File: config.mk
export PLATFORM = sky130hd
export DESIGN_NAME = stream_duplicate_eliminator
export DESIGN_NICKNAME = d
export VERILOG_FILES = /design/src/rtl/core/sde_pkg.sv /design/src/rtl/core/sde_regs.sv /design/src/rtl/core/sde_front.sv /design/src/rtl/core/sde_queue.sv /design/src/rtl/core/sde_back.sv /design/src/rtl/core/stream_duplicate_eliminator.sv
export SDC_FILE = /design/constraint.sdc
export NUM_CORES = 2
export LEC_CHECK = 0
export ABC_AREA = 1
export ABC_CLOCK_PERIOD_IN_PS = 12550
export BUFFER_PORTS_ARGS = -buffer_cell sky130_fd_sc_hd__buf_2
export CORE_MARGIN = 3
export CORE_UTILIZATION = 32
export CTS_BUF_LIST = sky130_fd_sc_hd__clkbuf_2
export DETAILED_ROUTE_END_ITERATION = 7
export PLACE_DENSITY = 0.51
export SLEW_MARGIN = 20
export SYNTH_ARGS = -nofsm -noshare
export SYNTH_HDL_FRONTEND = slang
export SYNTH_SLANG_ARGS = --single-unit
File: constraint.sdc
create_clock -name clk -period 12.55 [get_ports clk]
set_input_delay 1.8825 -clock clk [delete_from_list [all_inputs] [get_ports clk]]
set_output_delay 1.8825 -clock clk [all_outputs]
set_load 0.01 [all_outputs]
File: src/rtl/core/sde_pkg.sv
package sde_pkg;

    localparam int NUM_STREAMS = 8;
    localparam int HIST_DEPTH  = 16;
    localparam int SEQ_BITS    = 16;

    // History entries are spread over banks so that one row of them is read per cycle.
    localparam int BANKS    = 4;
    localparam int BANK_W   = $clog2(BANKS);
    localparam int ROWS     = (HIST_DEPTH + BANKS - 1) / BANKS;
    localparam int ROW_W    = (ROWS > 1) ? $clog2(ROWS) : 1;
    localparam int MEM_ROWS = NUM_STREAMS * ROWS;
    localparam int MEM_AW   = (MEM_ROWS > 1) ? $clog2(MEM_ROWS) : 1;
    localparam int CNT_W    = $clog2(HIST_DEPTH + 1);
    localparam int PTR_W    = (HIST_DEPTH > 1) ? $clog2(HIST_DEPTH) : 1;
    localparam int SUM_W    = $clog2(2 * HIST_DEPTH + BANKS);

    localparam int QDEPTH = 2;
    localparam int QPTR_W = (QDEPTH > 1) ? $clog2(QDEPTH) : 1;
    localparam int QCNT_W = $clog2(QDEPTH + 1);

    localparam int ADDR_W = 4;

    localparam logic [4:0] HISTORY_LEN_RESET = 5'd10;

    typedef enum logic [1:0] {
        REG_MAP_VALID   = 2'd0,
        REG_MAP_TARGET  = 2'd1,
        REG_STRIP_MASK  = 2'd2,
        REG_HISTORY_LEN = 2'd3
    } reg_idx_t;

    typedef struct packed {
        logic        has_stream_tag;
        logic [2:0]  in_stream;
        logic [15:0] seq_num;
    } item_t;

    typedef struct packed {
        logic       forward;
        logic [2:0] out_stream;
        logic       rewrite_tag;
        logic       strip_tags;
    } result_t;

    typedef struct packed {
        logic [7:0]  map_valid;
        logic [23:0] map_target;
        logic [7:0]  strip_mask;
        logic [4:0]  history_len;
    } cfg_t;

    typedef struct packed {
        logic                mapped;
        logic [2:0]          target;
        logic [SEQ_BITS-1:0] seq;
        logic                strip;
    } cmd_t;

    typedef struct packed {
        logic empty;
        logic full;
    } q_stat_t;

endpackage

File: src/rtl/core/sde_regs.sv
module sde_regs (
    input  logic                      clk,
    input  logic                      rst_n,
    input  logic                      psel,
    input  logic                      penable,
    input  logic                      pwrite,
    input  logic [sde_pkg::ADDR_W-1:0] paddr,
    input  logic [31:0]               pwdata,
    output logic [31:0]               prdata,
    output logic                      pready,
    output sde_pkg::cfg_t             cfg
);
    import sde_pkg::*;

    cfg_t     cfg_reg;
    reg_idx_t idx;
    logic     wr_en;

    assign idx    = reg_idx_t'(paddr[3:2]);
    assign wr_en  = psel && penable && pwrite;
    assign pready = 1'b1;
    assign cfg    = cfg_reg;

    always_ff @(posedge clk or negedge rst_n)
    begin
        if (!rst_n)
        begin
            cfg_reg.map_valid   <= '0;
            cfg_reg.map_target  <= '0;
            cfg_reg.strip_mask  <= '0;
            cfg_reg.history_len <= HISTORY_LEN_RESET;
        end
        else if (wr_en)
        begin
            unique case (idx)
                REG_MAP_VALID:   cfg_reg.map_valid   <= pwdata[7:0];
                REG_MAP_TARGET:  cfg_reg.map_target  <= pwdata[23:0];
                REG_STRIP_MASK:  cfg_reg.strip_mask  <= pwdata[7:0];
                REG_HISTORY_LEN: cfg_reg.history_len <= pwdata[4:0];
            endcase
        end
    end

    always_comb
    begin
        unique case (idx)
            REG_MAP_VALID:   prdata = 32'(cfg_reg.map_valid);
            REG_MAP_TARGET:  prdata = 32'(cfg_reg.map_target);
            REG_STRIP_MASK:  prdata = 32'(cfg_reg.strip_mask);
            REG_HISTORY_LEN: prdata = 32'(cfg_reg.history_len);
        endcase
    end

endmodule

File: src/rtl/core/sde_front.sv
module sde_front (
    input  logic            item_valid,
    output logic            item_ready,
    input  sde_pkg::item_t  item,
    input  sde_pkg::cfg_t   cfg,
    input  sde_pkg::q_stat_t qstat,
    output logic            push,
    output sde_pkg::cmd_t   cmd
);
    import sde_pkg::*;

    logic [2:0] target;
    logic       in_ok;
    logic       tgt_ok;

    assign item_ready = !qstat.full;
    assign push       = item_valid && !qstat.full;

    assign target = cfg.map_target[3 * item.in_stream +: 3];
    assign in_ok  = item.has_stream_tag && (int'(item.in_stream) < NUM_STREAMS)
                    && cfg.map_valid[item.in_stream];
    assign tgt_ok = int'(target) < NUM_STREAMS;

    always_comb
    begin
        cmd.mapped = in_ok && tgt_ok;
        cmd.target = target;
        cmd.seq    = SEQ_BITS'(item.seq_num);
        cmd.strip  = cfg.strip_mask[target];
    end

endmodule

File: src/rtl/core/sde_queue.sv
module sde_queue (
    input  logic             clk,
    input  logic             rst_n,
    input  logic             push,
    input  sde_pkg::cmd_t    push_cmd,
    input  logic             pop,
    output sde_pkg::cmd_t    head_cmd,
    output sde_pkg::q_stat_t qstat
);
    import sde_pkg::*;

    cmd_t              slot_reg [QDEPTH];
    logic [QPTR_W-1:0] wr_ptr_reg;
    logic [QPTR_W-1:0] wr_ptr_next;
    logic [QPTR_W-1:0] rd_ptr_reg;
    logic [QPTR_W-1:0] rd_ptr_next;
    logic [QCNT_W-1:0] cnt_reg;
    logic [QCNT_W-1:0] cnt_next;

    assign qstat.empty = (cnt_reg == '0);
    assign qstat.full  = (cnt_reg == QCNT_W'(QDEPTH));
    assign head_cmd    = slot_reg[rd_ptr_reg];

    always_comb
    begin
        wr_ptr_next = wr_ptr_reg;
        rd_ptr_next = rd_ptr_reg;
        cnt_next    = cnt_reg;
        if (push)
        begin
            wr_ptr_next = (wr_ptr_reg == QPTR_W'(QDEPTH - 1)) ? '0 : wr_ptr_reg + 1'b1;
        end
        if (pop)
        begin
            rd_ptr_next = (rd_ptr_reg == QPTR_W'(QDEPTH - 1)) ? '0 : rd_ptr_reg + 1'b1;
        end
        if (push && !pop)
        begin
            cnt_next = cnt_reg + 1'b1;
        end
        else if (pop && !push)
        begin
            cnt_next = cnt_reg - 1'b1;
        end
    end

    always_ff @(posedge clk or negedge rst_n)
    begin
        if (!rst_n)
        begin
            wr_ptr_reg <= '0;
            rd_ptr_reg <= '0;
            cnt_reg    <= '0;
        end
        else
        begin
            wr_ptr_reg <= wr_ptr_next;
            rd_ptr_reg <= rd_ptr_next;
            cnt_reg    <= cnt_next;
        end
    end

    always_ff @(posedge clk)
    begin
        if (push)
        begin
            slot_reg[wr_ptr_reg] <= push_cmd;
        end
    end

endmodule

File: src/rtl/core/sde_back.sv
module sde_back (
    input  logic             clk,
    input  logic             rst_n,
    input  sde_pkg::cfg_t    cfg,
    input  logic             cmd_valid,
    input  sde_pkg::cmd_t    cmd,
    output logic             pop,
    output logic             result_valid,
    input  logic             result_ready,
    output sde_pkg::result_t result
);
    import sde_pkg::*;

    typedef enum logic [3:0] {
        ST_IDLE   = 4'b0001,
        ST_SEARCH = 4'b0010,
        ST_DRAIN  = 4'b0100,
        ST_DECIDE = 4'b1000
    } back_state_t;

    back_state_t state_reg;
    back_state_t state_next;
    cmd_t        cur_reg;
    cmd_t        cur_next;
    logic [ROW_W-1:0] row_reg;
    logic [ROW_W-1:0] row_next;
    logic [ROW_W-1:0] rd_row_reg;
    logic        rd_pend_reg;
    logic        rd_pend_next;
    logic        hit_reg;
    logic        hit_next;
    logic        result_valid_reg;
    logic        result_valid_next;
    result_t     result_reg;
    result_t     load_val;
    logic        load;
    logic        app_we;
    logic        out_free;

    logic [CNT_W-1:0] count_reg [NUM_STREAMS];
    logic [PTR_W-1:0] head_reg  [NUM_STREAMS];
    logic [CNT_W-1:0] cur_count;
    logic [PTR_W-1:0] cur_head;
    logic [CNT_W-1:0] eff_len;
    logic [CNT_W-1:0] new_count;
    logic [PTR_W-1:0] new_head;
    logic [SUM_W-1:0] wr_pos;

    logic [SEQ_BITS-1:0] mem [BANKS][MEM_ROWS];
    logic [SEQ_BITS-1:0] rd_data_reg [BANKS];
    logic [MEM_AW-1:0]   rd_addr;
    logic [MEM_AW-1:0]   wr_addr;
    logic [BANK_W-1:0]   wr_bank;
    logic [BANKS-1:0]    bank_match;
    logic                any_match;

    assign out_free     = !result_valid_reg || result_ready;
    assign result_valid = result_valid_reg;
    assign result       = result_reg;
    assign cur_count    = count_reg[cur_reg.target];
    assign cur_head     = head_reg[cur_reg.target];
    assign eff_len      = (int'(cfg.history_len) > HIST_DEPTH) ? CNT_W'(HIST_DEPTH)
                                                              : CNT_W'(cfg.history_len);

    assign rd_addr = MEM_AW'(int'(cur_reg.target) * ROWS + int'(row_reg));
    assign wr_addr = MEM_AW'(int'(cur_reg.target) * ROWS + int'(wr_pos / BANKS));
    assign wr_bank = BANK_W'(wr_pos % BANKS);

    // An entry takes part in the search only if its ring offset from the head is below the count.
    always_comb
    begin
        logic [SUM_W-1:0] pos;
        logic [SUM_W-1:0] off;
        for (int b = 0; b < BANKS; b++)
        begin
            pos = SUM_W'(int'(rd_row_reg) * BANKS + b);
            off = pos + SUM_W'(HIST_DEPTH) - SUM_W'(cur_head);
            if (off >= SUM_W'(HIST_DEPTH))
            begin
                off = off - SUM_W'(HIST_DEPTH);
            end
            bank_match[b] = (pos < SUM_W'(HIST_DEPTH)) && (off < SUM_W'(cur_count))
                            && (rd_data_reg[b] == cur_reg.seq);
        end
    end

    assign any_match = |bank_match;

    // Append: make room if the ring is full, write behind the newest entry, then trim.
    always_comb
    begin
        logic [SUM_W-1:0] h;
        logic [SUM_W-1:0] c;
        h = SUM_W'(cur_head);
        c = SUM_W'(cur_count);
        if (c >= SUM_W'(HIST_DEPTH))
        begin
            h = h + 1'b1;
            if (h >= SUM_W'(HIST_DEPTH))
            begin
                h = h - SUM_W'(HIST_DEPTH);
            end
            c = SUM_W'(HIST_DEPTH - 1);
        end
        wr_pos = h + c;
        if (wr_pos >= SUM_W'(HIST_DEPTH))
        begin
            wr_pos = wr_pos - SUM_W'(HIST_DEPTH);
        end
        c = c + 1'b1;
        if (c > SUM_W'(eff_len))
        begin
            h = h + (c - SUM_W'(eff_len));
            if (h >= SUM_W'(HIST_DEPTH))
            begin
                h = h - SUM_W'(HIST_DEPTH);
            end
            c = SUM_W'(eff_len);
        end
        if (eff_len == '0)
        begin
            new_head  = '0;
            new_count = '0;
        end
        else
        begin
            new_head  = PTR_W'(h);
            new_count = CNT_W'(c);
        end
    end

    always_comb
    begin
        state_next   = state_reg;
        cur_next     = cur_reg;
        row_next     = row_reg;
        rd_pend_next = 1'b0;
        hit_next     = hit_reg || (rd_pend_reg && any_match);
        pop          = 1'b0;
        load         = 1'b0;
        load_val     = '0;
        app_we       = 1'b0;
        unique case (state_reg)
            ST_IDLE:
            begin
                if (cmd_valid)
                begin
                    if (!cmd.mapped)
                    begin
                        if (out_free)
                        begin
                            pop              = 1'b1;
                            load             = 1'b1;
                            load_val.forward = 1'b1;
                        end
                    end
                    else
                    begin
                        pop      = 1'b1;
                        cur_next = cmd;
                        hit_next = 1'b0;
                        row_next = '0;
                        if (count_reg[cmd.target] == '0)
                        begin
                            state_next = ST_DECIDE;
                        end
                        else
                        begin
                            state_next = ST_SEARCH;
                        end
                    end
                end
            end
            ST_SEARCH:
            begin
                rd_pend_next = 1'b1;
                row_next     = row_reg + 1'b1;
                if (row_reg == ROW_W'(ROWS - 1))
                begin
                    state_next = ST_DRAIN;
                end
            end
            ST_DRAIN:
            begin
                state_next = ST_DECIDE;
            end
            ST_DECIDE:
            begin
                if (out_free)
                begin
                    load                = 1'b1;
                    load_val.out_stream = cur_reg.target;
                    if (!hit_reg)
                    begin
                        app_we               = 1'b1;
                        load_val.forward     = 1'b1;
                        load_val.rewrite_tag = !cur_reg.strip;
                        load_val.strip_tags  = cur_reg.strip;
                    end
                    state_next = ST_IDLE;
                end
            end
            default:
            begin
                state_next = ST_IDLE;
            end
        endcase
    end

    always_comb
    begin
        result_valid_next = result_valid_reg;
        if (load)
        begin
            result_valid_next = 1'b1;
        end
        else if (result_ready)
        begin
            result_valid_next = 1'b0;
        end
    end

    always_ff @(posedge clk or negedge rst_n)
    begin
        if (!rst_n)
        begin
            state_reg        <= ST_IDLE;
            rd_pend_reg      <= 1'b0;
            result_valid_reg <= 1'b0;
            for (int s = 0; s < NUM_STREAMS; s++)
            begin
                count_reg[s] <= '0;
                head_reg[s]  <= '0;
            end
        end
        else
        begin
            state_reg        <= state_next;
            rd_pend_reg      <= rd_pend_next;
            result_valid_reg <= result_valid_next;
            if (app_we)
            begin
                count_reg[cur_reg.target] <= new_count;
                head_reg[cur_reg.target]  <= new_head;
            end
        end
    end

    always_ff @(posedge clk)
    begin
        cur_reg    <= cur_next;
        row_reg    <= row_next;
        rd_row_reg <= row_reg;
        hit_reg    <= hit_next;
        if (load)
        begin
            result_reg <= load_val;
        end
    end

    for (genvar b = 0; b < BANKS; b++)
    begin : g_bank
        always_ff @(posedge clk)
        begin
            if (app_we && (eff_len != '0) && (wr_bank == BANK_W'(b)))
            begin
                mem[b][wr_addr] <= cur_reg.seq;
            end
            rd_data_reg[b] <= mem[b][rd_addr];
        end
    end

endmodule

File: src/rtl/core/stream_duplicate_eliminator.sv
// Channel   Direction  Handshake                 Payload
// item      in         item_valid / item_ready   item   (has_stream_tag, in_stream, seq_num)
// result    out        result_valid / result_ready result (forward, out_stream, rewrite_tag,
//                                                          strip_tags)
// config    in         APB write/read            map_valid, map_target, strip_mask, history_len
//
// A request is written into a two-entry queue at the edge that accepts it, and the back end
// can take it in the next cycle; the queue lets new requests in while the back end is busy
// or its result register waits to be taken.
// An untagged or unmapped request is settled in the idle state; a mapped one with an empty
// history goes straight to the decide state, and any other passes search, drain and decide:
// the history is read one bank row of four entries per cycle from the per-bank memories.
// Reset clears the queue, all history counts and heads, and the result valid flag.
// A stalled result blocks the back end only; the front keeps accepting until the queue fills.
module stream_duplicate_eliminator (
    input  logic                       clk,
    input  logic                       rst_n,
    input  logic                       item_valid,
    output logic                       item_ready,
    input  sde_pkg::item_t             item,
    output logic                       result_valid,
    input  logic                       result_ready,
    output sde_pkg::result_t           result,
    input  logic                       psel,
    input  logic                       penable,
    input  logic                       pwrite,
    input  logic [sde_pkg::ADDR_W-1:0] paddr,
    input  logic [31:0]                pwdata,
    output logic [31:0]                prdata,
    output logic                       pready
);
    import sde_pkg::*;

    cfg_t    cfg;
    cmd_t    push_cmd;
    cmd_t    head_cmd;
    q_stat_t qstat;
    logic    push;
    logic    pop;

    sde_regs u_regs (
        .clk     (clk),
        .rst_n   (rst_n),
        .psel    (psel),
        .penable (penable),
        .pwrite  (pwrite),
        .paddr   (paddr),
        .pwdata  (pwdata),
        .prdata  (prdata),
        .pready  (pready),
        .cfg     (cfg)
    );

    sde_front u_front (
        .item_valid (item_valid),
        .item_ready (item_ready),
        .item       (item),
        .cfg        (cfg),
        .qstat      (qstat),
        .push       (push),
        .cmd        (push_cmd)
    );

    sde_queue u_queue (
        .clk      (clk),
        .rst_n    (rst_n),
        .push     (push),
        .push_cmd (push_cmd),
        .pop      (pop),
        .head_cmd (head_cmd),
        .qstat    (qstat)
    );

    sde_back u_back (
        .clk          (clk),
        .rst_n        (rst_n),
        .cfg          (cfg),
        .cmd_valid    (!qstat.empty),
        .cmd          (head_cmd),
        .pop          (pop),
        .result_valid (result_valid),
        .result_ready (result_ready),
        .result       (result)
    );

    // The queue must never take a request while full, nor give one while empty.
    a_no_overflow: assert property (@(posedge clk) disable iff (!rst_n)
        push |-> !qstat.full)
        else $error("request pushed into a full queue");

    a_no_underflow: assert property (@(posedge clk) disable iff (!rst_n)
        pop |-> !qstat.empty)
        else $error("request popped from an empty queue");

    // A rewritten tag and stripped tags exclude each other, and a dropped packet has neither.
    a_tag_actions: assert property (@(posedge clk) disable iff (!rst_n)
        result_valid |-> !(result.rewrite_tag && result.strip_tags)
                         && (result.forward || (!result.rewrite_tag && !result.strip_tags)))
        else $error("inconsistent tag actions on result");

    // Accepting a request with room in the queue makes the queue non-empty next cycle.
    a_queue_fills: assert property (@(posedge clk) disable iff (!rst_n)
        (item_valid && item_ready) |=> !qstat.empty)
        else $error("accepted request did not reach the queue");

endmodule
Word level (Yosys, flattened, before mapping)
Memory sizes are Yosys's and may differ from the RTL's.
Cells that the tools add are included.
{"block": "word_totals", "out_inout_bits": 41, "inputBits": 63, "reg_bits": 158, "mem_bits_rw": 2154, "elab_cells": 274, "n_memories": 3}
{"block": "classes", "shifts": 1, "muxes": 99, "n_lt_le_gt_ge": 26, "n_reduce_logical": 51, "n_eq_ne": 20, "n_mul": 1, "bitwise": 7, "add_sub_neg": 30}
{"name": "u_back.mem", "words": 4, "width": 512, "rd": 4, "rd_clocked_by_memory_dff": 0, "write_ports": 1, "line_no": "sde_back.sv:49", "source": "logic [SEQ_BITS-1:0] mem [BANKS][MEM_ROWS];"}
{"name": "u_back.rd_data_reg", "words": 4, "width": 16, "rd": 4, "rd_clocked_by_memory_dff": 0, "write_ports": 4, "line_no": "sde_back.sv:50", "source": "logic [SEQ_BITS-1:0] rd_data_reg [BANKS];"}
{"name": "u_queue.slot_reg", "words": 2, "width": 21, "rd": 1, "rd_clocked_by_memory_dff": 0, "write_ports": 1, "line_no": "sde_queue.sv:12", "source": "cmd_t slot_reg [QDEPTH];"}
{"operator": "$mux W512", "count": 10}
{"operator": "$reduce_or A512 Y1", "count": 3}
{"operator": "$bmux W16 S5", "count": 4}
{"operator": "$mux W16", "count": 9}
{"operator": "$pmux W32 S4", "count": 1}
{"operator": "$demux W16 S5", "count": 1}
{"operator": "$eq A16 B16 Y1", "count": 4}
{"operator": "$mux W6", "count": 8}
{"operator": "$mux W5", "count": 9}
{"operator": "$mux W4", "count": 11}
{"operator": "$ge A6 B5 Y1 const B", "count": 7}
{"operator": "$bwmux W40", "count": 1}
{"operator": "$sub A6 B5 Y6 const B", "count": 6}
{"operator": "$bwmux W32", "count": 1}
{"operator": "$bmux W5 S3", "count": 2}
{"operator": "$mux W1", "count": 25}
{"operator": "$lt A6 B5 Y1", "count": 4}
{"operator": "$shiftx A24 B6 Y3", "count": 1}
{"operator": "$sub A6 B4 Y6", "count": 4}
{"operator": "$logic_and A1 B1 Y1", "count": 22}
{"operator": "$add A6 B5 Y6 const B", "count": 3}
{"operator": "$lt A6 B5 Y1 const B", "count": 3}
{"operator": "$mux W2", "count": 8}
{"operator": "$pmux W4 S4", "count": 1}
{"operator": "51 further kinds", "count": 87}

Depth between registers and ports, before layout
{"block": "depth", "depth_word": 22, "ltp_mapped": 28, "depth_no_buf": 27}

Hierarchy
Synthesis repeated with hierarchy kept, for this count alone.
{"block": "hier_totals", "cells_unflattened": 7176, "area_unflattened_um2": 92556.3}
{"mod": "sde_back", "area_per_inst_um2": 88019.4, "cells_each": 6672, "seq_area_each_um2": 65634.2, "n_inst": 1}
{"mod": "sde_regs", "area_per_inst_um2": 2172.1, "cells_each": 289, "seq_area_each_um2": 1128.6, "n_inst": 1}
{"mod": "sde_queue", "area_per_inst_um2": 1726.7, "cells_each": 90, "seq_area_each_um2": 1361.3, "n_inst": 1}
{"mod": "sde_front", "area_per_inst_um2": 634.4, "cells_each": 124, "seq_area_each_um2": 0.0, "n_inst": 1}
{"mod": "stream_duplicate_eliminator", "area_per_inst_um2": 3.8, "cells_each": 1, "seq_area_each_um2": 0.0, "n_inst": 1}

Least setup slack after synthesis
No wires, ideal clock.
{"block": "synth_path", "path_kind": "input to output", "startpoint": "input paddr[2] (netlist bit)", "endpoint": "output prdata[10]", "path_stages": 5, "slack_ps": 7755, "n_path_buf": 1, "t_arrival_ps": 2912, "required_ps": 10667, "path_cell_list": "inv_1 > nor2_1 > clkinv_1 > clkbuf_1 > nor2_1"}
{"block": "synth_via", "elab_chain_cells": 2, "elab_cells_between_ends": 5, "cone_classes": "3 x eq/ne; 1 x mux; 1 x reduce/logical"}
{"element": "start: declaration", "line_no": "stream_duplicate_eliminator.sv:27", "source": "input logic [sde_pkg::ADDR_W-1:0] paddr,"}
{"element": "$eq A2 B2 Y1 (tied with other cells)", "line_no": "sde_regs.sv:46", "source": "unique case (idx)"}
{"element": "$pmux W32 S4 (*)", "line_no": "sde_regs.sv:46"}
{"element": "end: declaration", "line_no": "stream_duplicate_eliminator.sv:29", "source": "output logic [31:0] prdata,"}
Mark *: on every way between the ends. The rest lies on a longest branch, timed or not. The select of a mux whose other input is x is not followed.

Worst setup path after layout
{"block": "layout_path", "startpoint": "register u_back.cur_reg[17] (netlist bit)", "endpoint": "memory u_back.mem[3][381] (netlist bit), enable pin"}
{"block": "layout_via", "elab_chain_cells": 22, "elab_cells_between_ends": 50, "cone_classes": "5 x add/sub; 5 x order compare; 3 x eq/ne; 26 x mux; 2 x bitwise; 9 x reduce/logical"}
{"element": "start: declaration", "line_no": "sde_back.sv:23", "source": "cmd_t cur_reg;"}
{"element": "start signal: assignment", "line_no": "sde_back.sv:251", "source": "cur_reg <= cur_next;"}
{"element": "$not A3 Y4 (not written as such)", "line_no": "sde_back.sv:60, sde_back.sv:61"}
{"element": "$bmux W4 S3", "line_no": "sde_back.sv:61", "source": "assign cur_head = head_reg[cur_reg.target];"}
{"element": "$mux W4 (not written as such) (2 in series)", "line_no": "sde_back.sv:61"}
{"element": "$add A4 B1 Y5", "line_no": "sde_back.sv:98", "source": "h = h + 1'b1;"}
{"element": "$sub A6 B5 Y6 or $ge A6 B5 Y1 (tied branches)", "line_no": "sde_back.sv:101, sde_back.sv:99"}
{"element": "$mux W6", "line_no": "sde_back.sv:99", "source": "if (h >= SUM_W'(HIST_DEPTH))"}
{"element": "$mux W6", "line_no": "sde_back.sv:96", "source": "if (c >= SUM_W'(HIST_DEPTH))"}
{"element": "$add A6 B5 Y6", "line_no": "sde_back.sv:105", "source": "wr_pos = h + c;"}
{"element": "[... 3 more ...]"}
{"element": "$not A5 Y6 (not written as such)", "line_no": "sde_back.sv:267", "source": "mem[b][wr_addr] <= cur_reg.seq;"}
{"element": "$ge A6 B6 Y1 (not written as such) or $lt A6 B1 Y1 (tied branches)", "line_no": "sde_back.sv:267"}
{"element": "$logic_and A1 B1 Y1 (not written as such)", "line_no": "sde_back.sv:267"}
{"element": "$mux W16 (not written as such)", "line_no": "sde_back.sv:267"}
{"element": "$demux W16 S5", "line_no": "sde_back.sv:267"}
{"element": "$mux W512 (not written as such)", "line_no": "sde_back.sv:267"}
{"element": "$reduce_or A512 Y1 (no source line)"}
{"element": "$mux W2 (no source line) or $mux W512 (tied branches) (3 in series)"}
{"element": "end: declaration", "line_no": "sde_back.sv:49"}
Parallel ways exist; a longest one is shown, timed or not. The select of a mux whose other input is x is not followed.

==> impl_results.md <==
* Static Leak at 0.0351 uW
* Nets at 7656
* Buffers on Ports at between 80 and 90
* Initial antenna violation count at 15
* Commonest non-fill, non-tap cell in the layout: edfxtp_1
* Worst hold path cell count at 1
* Post-synth EDFFs at 2118
* Outcome: completed
* CTS buffer count at 610
* Synth cell types at just over 60
* Io pins at 104
* Setup TNS at 0 ns
* Clock latency on the worst-skew pair at 1.92 ns
* FP Rows at approximately 200
* Fin cells at 11700
* Gr ovfl total at 0
* Peak VDD IR at ~0.00022 V
* Hold Path End: u_queue.slot_reg[1][11]
* CTS tree: yes
* Synth-to-Final Area Change at 11.0%
* Hold crit path type: in2reg
* CTS Root Cell: clkbuf_2
* Via Count at roughly 60000
* First-pass GRT wire length at between 300 and 400 mm
* Setup CP Type: reg2reg
* Routed vias/inst at 5.12
* Gpl congestion at 0.814
* DIE AREA at 295000 sq um
* Endpoint type of the worst setup path: flip-flop
* Reg2reg path depth at 23
* Largest net degree at the start of global routing at between 150 and 200
* Post-Syn Instances at 7130
* Core area at 286000 sq um
* Vias in the first global route at 58300
* CP Launch Type: flip-flop
* Synth Register Bits at between 2000 and 2500
* Clock transition at path regs at 0.13 ns
* Mapped Area at 92300 sq um
* Worst Clk Skew at a little over 0.2 ns
* Crit path DAT at 8.50 ns
* Synth Warn # at 0
* Total clock sinks at about 2300
* Final worst path period share at 0.573
* CTS H-tree depth at 6
* WL/cell at around 22 microns
* Seq/Total Area, Yosys at 0.738
* Final min period at a little over 7 ns
* CP max-delay cell: nor2_2
* Max reg flops at 2048
* Gr usage total at 0.173
* # fillers at 27800
* Top achievable clock speed at between 100 and 150 MHz
* Most frequent CP cell: nand2_1
* Detailed placement HPWL at 149 mm
* Setup-failing EPs final at 0
* Total wire length at 263 mm
* Chip Height at about 540 microns
* Initial Utilization at 0.323
* # DRC at 0
* Hold_sp: item[10]
* Antenna-violating nets left at 0
* Final Util at 0.358
* First-pass DRT Iterations at 5
* Worst Tran Pin Value at 1.22 ns
* Layout cells sized above 1 at 0.168
* Power per cell area at 248 nW/um^2
* CTS Buffer Depth at 4
* Max-slew violation count at 0
* Slew margin rel. at 0.185
* Fin worst setup slack at around 5.4 ns
* Highest-count cells in the layout ignoring fill and taps: edfxtp_1, nor2_1, clkbuf_2
* Post-CTS setup buffer count at 0
* Max cap viols at 0
* Ys async rst share at 0.0549
* Worst R2R Start: u_back.cur_reg[17]
* Placed insts at 10700
* Syn Area/Cell at 12.9 sq um
* Unrepaired setup endpoints after global routing: no
* First-iteration detailed-routing DRC count at 5612
* Reg2reg end: u_back.mem[3][381]
* Cell Chain, Critical Path: buf_4, inv_2, nand2_1, nand2_1, nand2_1, nand2_1, nand2_1, nand2_2, inv_1, ha_1, inv_1, o21ai_0, fa_1, a31oi_1, inv_1, nor2_1, ha_1, fa_1, xnor2_1, nand2_1, nor2_1, nand2_1, nor2_2
* R2R setup slack at 5.36 ns
* Pre-CTS setup slack at around 5.4 ns
* Die X at 543 microns
* Hold buffer count at cts at 11
* CP max stage delay at 1.08 ns
* Final Hold Fails at 0
* Ys flop type: edfxtp_1
* Critical Path Fanout Max at 39
* CTS resizes at 0
* CP required at 13.86 ns
-- worst max-delay path: cells and delay by family, from the launching register on --
family / cells / cell delay, ns
AOI/OAI and AO/OA: 2 / 0.76
xor gates and xnor gates: 1 / 0.52
adders and majority gates: 4 / 1.21
buffers and inverters: 5 / 1.08
DFF: 1 / 0.38
and+or+nand+nor: 11 / 2.70
-- metal layers --
layer / vias to the layer above / GRT usage / routed length [microns]
met2: 2016 / 0.275 / 123000
met3: 427 / 0.0346 / 17200
met5: - / 0 / 13
met1: 30100 / 0.240 / 117000
li1: 27300 / - / -
met4: 2 / 0.0538 / 6480
-- per-stage QoR --
step	area, sq um	total power (uW)	hold slack (ns)
4_1_cts	102000	25600	0.00887
2_1_floorplan	92300	16400	0.369
6_report	102000	25400	0.359
3_3_place_gp	97000	20300	0.460
3_5_place_dp	97000	20500	0.466
5_1_grt	102000	27000	0.110
-- power breakdown --
group,internal (uW),switching (uW)
clock,2080,3030
combinational,2570,7670
sequential,9850,216
-- kinds of logic (layout without fill, tap and decap cells) --
group | Yosys count | in the layout | share of synthesized area
compound gates | 1412 | 1412 | 0.106
xor+xnor | 59 | 59 | 0.00568
fa+ha+maj | 50 | 50 | 0.00735
buf+inv | 643 | 1452 | 0.0299
flops | 2312 | 2312 | 0.738
other cells | 2 | 14 | 0.0000813
simple gates | 2652 | 2652 | 0.113
-- cells in the mapped netlist (4+ instances only) --
| cell | n | area share |
|---|---|---|
| buf_1 | 26 | 0.0011 |
| dfxtp_1 | 67 | 0.015 |
| nor3_1 | 8 | 0.00043 |
| inv_2 | 14 | 0.00057 |
| o32ai_1 | 512 | 0.049 |
| or2_1 | 4 | 0.00027 |
| buf_4 | 14 | 0.0011 |
| xor2_1 | 21 | 0.0020 |
| nand4_1 | 62 | 0.0042 |
| nand3_2 | 8 | 0.00087 |
| o21ai_1 | 16 | 0.00087 |
| clkbuf_1 | 287 | 0.012 |
| a22o_1 | 117 | 0.011 |
| a31oi_1 | 10 | 0.00068 |
| o41ai_1 | 4 | 0.00038 |
| edfxtp_1 | 2118 | 0.69 |
| o2111ai_1 | 5 | 0.00047 |
| ha_1 | 43 | 0.0058 |
| a221oi_1 | 58 | 0.0055 |
| a21oi_1 | 37 | 0.0020 |
| buf_6 | 21 | 0.0026 |
| o211ai_1 | 6 | 0.00049 |
| nand2_2 | 6 | 0.00041 |
| o21ai_0 | 620 | 0.034 |
| nor2_1 | 1832 | 0.074 |
| or2_2 | 21 | 0.0014 |
| inv_1 | 172 | 0.0070 |
| nand2_1 | 643 | 0.026 |
| dfrtp_1 | 124 | 0.034 |
| xnor2_1 | 37 | 0.0035 |
| fa_1 | 7 | 0.0015 |
| nand3_1 | 48 | 0.0026 |
| buf_2 | 107 | 0.0058 |
| o21ai_2 | 8 | 0.00076 |
-- worst max path at each step --
| stage | start | depth (start not counted) | slack (ns) | end |
|---|---|---|---|---|
| 5_1_grt | u_back.cur_reg[17] | 23 | 4.80 | u_back.mem[3][365] |
| 2_1_floorplan | paddr[2] | 5 | 7.76 | prdata[10] |
| 4_1_cts | u_back.cur_reg[17] | 23 | 5.21 | u_back.mem[3][324] |
| 6_report | u_back.cur_reg[17] | 23 | 5.36 | u_back.mem[3][381] |
| 3_5_place_dp | u_back.cur_reg[17] | 23 | 5.36 | u_back.mem[3][346] |
| 3_3_place_gp | u_back.cur_reg[17] | 23 | 5.35 | u_back.mem[0][371] |
-- final cells by class --
class | count | area (sq um) | share of cell area
inverter | 188 | 718 | 0.00701
timing repair buffer | 249 | 1850 | 0.0181
clock inverter | 131 | 810 | 0.00790
clock buffer | 884 | 4420 | 0.0432
antenna | 5 | 12.5 | 0.000122
multi-input combinational | 4182 | 21800 | 0.213
tap | 3762 | 4710 | 0.0459
sequential | 2312 | 68100 | 0.665
(Power assumes the default switching activity.)
